--- src/rtl/core/tcc_pkg.sv ---
package tcc_pkg;

   localparam int MEM_WORDS = 1024;
   localparam int MEM_AW    = $clog2(MEM_WORDS);

   typedef struct packed {
      logic [1:0]  req_type;
      logic [9:0]  address;
      logic [31:0] write_data;
   } req_type;

   typedef struct packed {
      logic [31:0] read_data;
      logic [9:0]  pc_value;
      logic        halted;
      logic        bad_opcode;
      logic        interrupt_taken;
   } rsp_type;

   localparam logic [1:0] REQ_WRITE = 2'd0;
   localparam logic [1:0] REQ_READ  = 2'd1;
   localparam logic [1:0] REQ_IRQ   = 2'd2;
   localparam logic [1:0] REQ_STEP  = 2'd3;

   localparam logic [4:0] OP_JMP   = 5'h00;
   localparam logic [4:0] OP_JMPI  = 5'h01;
   localparam logic [4:0] OP_JMPIG = 5'h02;
   localparam logic [4:0] OP_JMPIL = 5'h03;
   localparam logic [4:0] OP_JMPIE = 5'h04;
   localparam logic [4:0] OP_ADDI  = 5'h08;
   localparam logic [4:0] OP_SUBI  = 5'h09;
   localparam logic [4:0] OP_ANDI  = 5'h0A;
   localparam logic [4:0] OP_ORI   = 5'h0B;
   localparam logic [4:0] OP_LDI   = 5'h0C;
   localparam logic [4:0] OP_LDD   = 5'h0D;
   localparam logic [4:0] OP_STD   = 5'h0E;
   localparam logic [4:0] OP_ADD   = 5'h10;
   localparam logic [4:0] OP_SUB   = 5'h11;
   localparam logic [4:0] OP_AND   = 5'h12;
   localparam logic [4:0] OP_OR    = 5'h13;
   localparam logic [4:0] OP_LDX   = 5'h14;
   localparam logic [4:0] OP_STX   = 5'h15;
   localparam logic [4:0] OP_NOT   = 5'h18;
   localparam logic [4:0] OP_SHL   = 5'h19;
   localparam logic [4:0] OP_SHR   = 5'h1A;
   localparam logic [4:0] OP_SWAP  = 5'h1B;
   localparam logic [4:0] OP_MULT  = 5'h1C;
   localparam logic [4:0] OP_STOP  = 5'h1F;

endpackage

--- src/rtl/core/tcc_queue.sv ---
module tcc_queue (
   input  logic              clock,
   input  logic              reset,
   input  logic              in_valid,
   output logic              in_ready,
   input  tcc_pkg::req_type  in_data,
   output logic              out_valid,
   input  logic              out_ready,
   output tcc_pkg::req_type  out_data
);
   // two-entry queue between front and back
   tcc_pkg::req_type slot_ff [2];
   logic             wp_ff, wp_in, rp_ff, rp_in;
   logic [1:0]       cnt_ff, cnt_in;
   logic             push, pop;

   assign in_ready  = (cnt_ff != 2'd2);
   assign out_valid = (cnt_ff != 2'd0);
   assign out_data  = slot_ff[rp_ff];
   assign push = in_valid && in_ready;
   assign pop  = out_valid && out_ready;

   always_comb begin
      wp_in  = push ? ~wp_ff : wp_ff;
      rp_in  = pop ? ~rp_ff : rp_ff;
      cnt_in = cnt_ff + {1'b0, push} - {1'b0, pop};
   end

   always_ff @(posedge clock) begin
      if (reset) begin
         wp_ff  <= 1'b0;
         rp_ff  <= 1'b0;
         cnt_ff <= 2'd0;
      end else begin
         wp_ff  <= wp_in;
         rp_ff  <= rp_in;
         cnt_ff <= cnt_in;
      end
      if (push) begin
         slot_ff[wp_ff] <= in_data;
      end
   end

   a_no_overflow: assert property (@(posedge clock) disable iff (reset)
      cnt_ff == 2'd2 |-> !push) else $error("queue overflow");
   a_count: assert property (@(posedge clock) disable iff (reset)
      push && !pop && cnt_ff != 2'd2 |=> cnt_ff == $past(cnt_ff) + 2'd1)
      else $error("queue count");
   a_empty: assert property (@(posedge clock) disable iff (reset)
      cnt_ff == 2'd0 |-> !pop) else $error("queue underflow");
endmodule

--- config.mk ---
export PLATFORM = sky130hd
export DESIGN_NAME = tcc_queue
export DESIGN_NICKNAME = d
export VERILOG_FILES = /design/src/rtl/core/tcc_pkg.sv /design/src/rtl/core/tcc_queue.sv
export SDC_FILE = /design/constraint.sdc
export NUM_CORES = 1
export LEC_CHECK = 0
export ABC_AREA = 1
export BUFFER_PORTS_ARGS = -buffer_cell sky130_fd_sc_hd__buf_2
export CAP_MARGIN = 30
export CORE_MARGIN = 2
export CORE_UTILIZATION = 45
export CTS_BUF_LIST = sky130_fd_sc_hd__clkbuf_4 sky130_fd_sc_hd__clkbuf_8
export DETAILED_ROUTE_END_ITERATION = 7
export PLACE_DENSITY = 0.72
export SYNTH_ARGS = -nofsm -noshare
export SYNTH_HDL_FRONTEND = slang
export SYNTH_SLANG_ARGS = --single-unit
--- constraint.sdc ---
create_clock -name clock -period 3.25 [get_ports clock]
set_clock_uncertainty 0.2 [all_clocks]
set_input_delay 0.4875 -clock clock [delete_from_list [all_inputs] [get_ports clock]]
set_output_delay 0.4875 -clock clock [all_outputs]
set_load 0.005 [all_outputs]
# Yosys cells after proc, flatten, opt, wreduce, memory -nomap -nowiden
# Memories as Yosys holds them, arrays and structs flattened. A register that Yosys moved wholly into a read port is not among the register bits.
# Cells that the tools add are included.
# W data, S select, Z words.
dict set report classes {
  n_mux 4
  add_sub_neg 2
  eq_ne 1
  n_reduce_logical 3
  bitwise 2
}
# operator count
set ops {}
lappend ops {{$mux W1} 4}
lappend ops {{$add A2 B1 Y2} 1}
lappend ops {{$logic_and A1 B1 Y1} 2}
lappend ops {{$ne A2 B2 Y1 const B} 1}
lappend ops {{$not A1 Y1} 2}
lappend ops {{$reduce_bool A2 Y1} 1}
lappend ops {{$sub A2 B1 Y2} 1}
dict set report word_totals {
  regBits 4
  out_inout_bits 46
  ram_bits 88
  memories 1
}
# memory words word_bits read_ports rd_clocked_by_memory_dff wr line_no
set mem_list {}
lappend mem_list {slot_ff 2 44 1 1 1 tcc_queue.sv:12} ;# tcc_pkg::req_type slot_ff [2];

# Depth between registers and ports, before layout
dict set report depth {
  ltp_word 4
  ltp_mapped 11
  mapped_depth_nobuf 11
}

# Worst setup path after synthesis
# Ideal clock, no wire load.
dict set report synth_timing {
  path_type {register to register}
  start {reg cnt_ff[0]}
  end {mem slot_ff[0][0] (netlist name), enable pin}
  arrival_ns 2.433
  setup_ns 0.445
  path_stages_with_launch 5
  n_path_buf 0
  slack_ns 0.172
  path_cell_list {dfxtp_1 inv_1 nand2_1 nand2_1 nor2_1}
}
dict set report synth_via {
  elab_chain_cells 4
}
# item line_no
set synth_rtl {}
lappend synth_rtl {{start, declared} tcc_queue.sv:14} ;# logic [1:0] cnt_ff, cnt_in;
lappend synth_rtl {{start signal, assigned} tcc_queue.sv:37} ;# cnt_ff <= cnt_in;
lappend synth_rtl {{$ne A2 B2 Y1} tcc_queue.sv:17} ;# assign in_ready = (cnt_ff != 2'd2);
lappend synth_rtl {{net in_ready} tcc_queue.sv:5} ;# output logic in_ready,
lappend synth_rtl {{$logic_and A1 B1 Y1} tcc_queue.sv:20} ;# assign push = in_valid && in_ready;
lappend synth_rtl {{$mux W1} tcc_queue.sv:39} ;# if (push) begin
lappend synth_rtl {{$mux W1 (not written as such)} tcc_queue.sv:40} ;# slot_ff[wp_ff] <= in_data;
lappend synth_rtl {{end, declared} tcc_queue.sv:12}
# The timed path passes the listed nets, and every way through them passes these cells.

==> metrics.md <==
| Metric | Value |
|---|---|
| Status | complete, no violations |
| Congestion Overflow GR | 0 |
| Crit. End Element | primary output |
| Dpl ws | 1.03 ns |
| Die ar. | 8790 um^2 |
| Number of global-route vias before repair | 1807 |
| Hold WS | 0.0950 ns |
| Post-cts sizing count | 0 |
| Layout Cells excl Fill | 385 |
| Power, Total | 3.21 mW |
| TNS Setup | 0 ns |
| Setup crit start kind | flip-flop |
| Fin crit share | 70.2% |
| Number of unique standard cell types used by synthesis | 12 |
| Initial Utilization | 46.6% |
| Pin count of the biggest net entering global routing | 42 |
| 1st-pass router iterations | 4 |
| Synthesized flop and latch total | 93 |
| Clock transition at the registers of the reported paths | 0.08 ns |
| Worst reg2reg setup slack | 1.14 ns |
| Mapped Cells | 174 |
| Layout cells sized above 1 | 56.9% |
| GRT met1 Usage | 15.3% |
| Hold_buf cts | 0 |
| IO Pins | 94 |
| Net Count, Synth | 224 |
| Wire length per cell | 14.7 um |
| Sw Share | 24.6% |
| Tmin final | 2.28 ns |
| Vias per Instance | 4.72 |
| Maximum buffer depth of the clock tree | 2 |
| Clock power frac | 25.6% |
| CTS buffer count | 9 |
| Syn. warnings | 0 |
| CP Max Fanout | 41 |
| GPL Wtd Cong | 0.719 |
| Cell Area, Synth | 3620 um^2 |
| Design area | 4400 um^2 |
| Max cap viols | 0 |
| Worst Path Required | 2.56 ns |
| Crit-path cells | buf_12, mux2_2, buf_2 |
| Synth area leader | edfxtp_1 |
| Hold path startpoint | reset |
| # nets final | 328 |
| Synth area leaders | edfxtp_1 (73%), mux2_4 (17%), dfxtp_1 (2.8%), buf_12 (2.2%), mux2_2 (1.2%) |
| Slack of the critical path | 0.967 ns |
| Post-synthesis sequential area ratio | 75.7% |
| Average cell area after synthesis | 20.8 um^2 |
| Die H | 93.7 um |
| RR Startpoint | cnt_ff[0]$_SDFF_PP0_ |
| Clock Latency Late Sink | 0.35 ns |
| Number of I/O port buffers | 93 |
| CTS tree | done |
| Core ar. | 7770 um^2 |
| Die W | 93.7 um |
| Area grow syn2layout | 21.5% |
| Buffers & Inverters on Critical Path | 2 |
| CP Data Arrival Time | 1.60 ns |
| Post-DP Area | 4180 um^2 |
| Most Crowded Layer GR | met2 |
| Hold Path Stages | 2 |
| Total Routing Usage GR | 13.2% |
| Sw power | 0.788 mW |
| LEAKAGE | 1.77 nW |
| Row Count | 32 |
| Post-route ant nets | 0 |
| Worst Reg-to-Reg Cells | 5 |
| Placed cells | 369 |
| Final Core Density | 56.7% |
| Final setup viols | 0 |
| Part of the power in registers | 49.1% |
| Combinational share of power | 25.3% |
| Crit Path Category | flip-flop to primary output |
| Met3 Usage GRT | 4.01% |
| Worst-Margin Slew | 0.709 ns |
| WHS Endpoint | cnt_ff[0]$_SDFF_PP0_ |
| Worst R2R End | slot_ff[0][17]$_DFFE_PP_ |
| Fmax | 438 MHz |
| Fin. max-slew vios | 0 |
| Critical path's top delay family | buffers and inverters |
| CTS root buf | clkbuf_8 |
| HPWL after detailed placement | 3750 um |
| Met2 GRT Util | 21.8% |
| Via count | 1817 |
| Initial antenna violation count | 1 |
| Hold crit path type | primary input to flip-flop |
| CTS sink count | 93 |
| H-tree levels | 3 |
| Yosys top cell area share | 72.9% |
| WL final | 5650 um |
| 1st-iter DRT viols | 53 |
| Post-CTS Repair Setup Buffers | 0 |
| Power per cell area | 728 nW/um^2 |
| Pint | 2.42 mW |
| Residual DRC | 0 |
| Final Hold Viols | 0 |
| Critical path's slowest cell | dfxtp_2 |
| VDD IR max | 388 uV |
| First-pass GRT wire length | 8450 um |
| Max transition margin | 52.6% |
| Antenna cell count | 0 |
| RSZ-0062 raised after global routing | no |
| Slowest stage delay, CP | 0.40 ns |
## power by group through the flow
stage | sequential [mW] | clock (mW) | combinational, mW
6_report | 1.57 | 0.821 | 0.812
5_1_grt | 1.59 | 0.884 | 0.891
4_1_cts | 1.58 | 0.844 | 0.832
3_5_place_dp | 1.60 | 0 | 0.828
3_3_place_gp | 1.59 | 0 | 0.812
2_1_floorplan | 1.59 | 0 | 0.591
## kinds of logic (layout without fill, tap and decap cells)
group	count (synthesis)	in the layout	share of synthesized area, %
flip-flops	93	93	75.7
multiplexers	44	44	17.8
AND/OR/NAND/NOR	20	20	2.18
buffers and inverters	13	122	3.35
adder cells (fa/ha/maj)	2	2	0.690
AO/OA/AOI/OAI	2	2	0.276
## synthesized netlist by cell type
cell type  count
buf_6          1
nand2_1        8
edfxtp_1      88
a21oi_1        2
buf_12         4
mux2_4        40
inv_1          8
ha_1           2
dfxtp_1        5
nor2_1         9
nand3_1        3
mux2_2         4
## how the worst max path moves through the flow
stage,depth (start not counted),to,start
after floorplan,4,slot_ff[0][0]$_DFFE_PP_,cnt_ff[0]$_SDFF_PP0_
after global placement,4,slot_ff[0][8]$_DFFE_PP_,in_valid
after detailed placement,4,slot_ff[0][21]$_DFFE_PP_,in_valid
after CTS,3,out_data[0],flip-flop
after global routing,3,out_data[0],flip-flop
final,3,out_data[0],flip-flop
## worst register-to-register path, stage by stage, from the launching register on
cell and delay, ns:
dfxtp_1 0.36, inv_1 0.06, nand2_1 0.12, nand2_1 0.13, nor2_4 0.54, buf_4 0.38
## cells in the final DEF, fill, tap and decap left out
cell type	n
edfxtp_1	88
buf_12	1
a21oi_1	2
clkinvlp_4	1
nand2_1	8
nor2_4	1
bufinv_16	2
clkbuf_4	3
dfxtp_2	1
mux2_4	40
inv_1	7
nor2_1	8
nand3_1	3
buf_4	4
clkbuf_8	9
buf_2	93
mux2_2	4
dfxtp_1	4
inv_2	1
ha_1	2
clkinv_2	1
## flip-flops by register name, indices dropped and copies added, names as in the netlist, named ones only
signal	count
slot_ff	88
rp_ff	1
cnt_ff	2
wp_ff	1
## final cells by class
cell class              count  area (um^2)
inverters                   8         30.0
repair buffers             98          515
flip-flops and latches     93         2740
fillers                   639         3360
clock buffers              12          146
clock inverters             4         72.6
multi-input cells          68          767
well taps                 102          128
## metal layers
metal	routed length (um)	part of all wire, %
met5	0	0
met3	413	7.3
met2	2840	50
met1	2280	40
met4	120	2.1
Power figures use the tool's default switching activity.
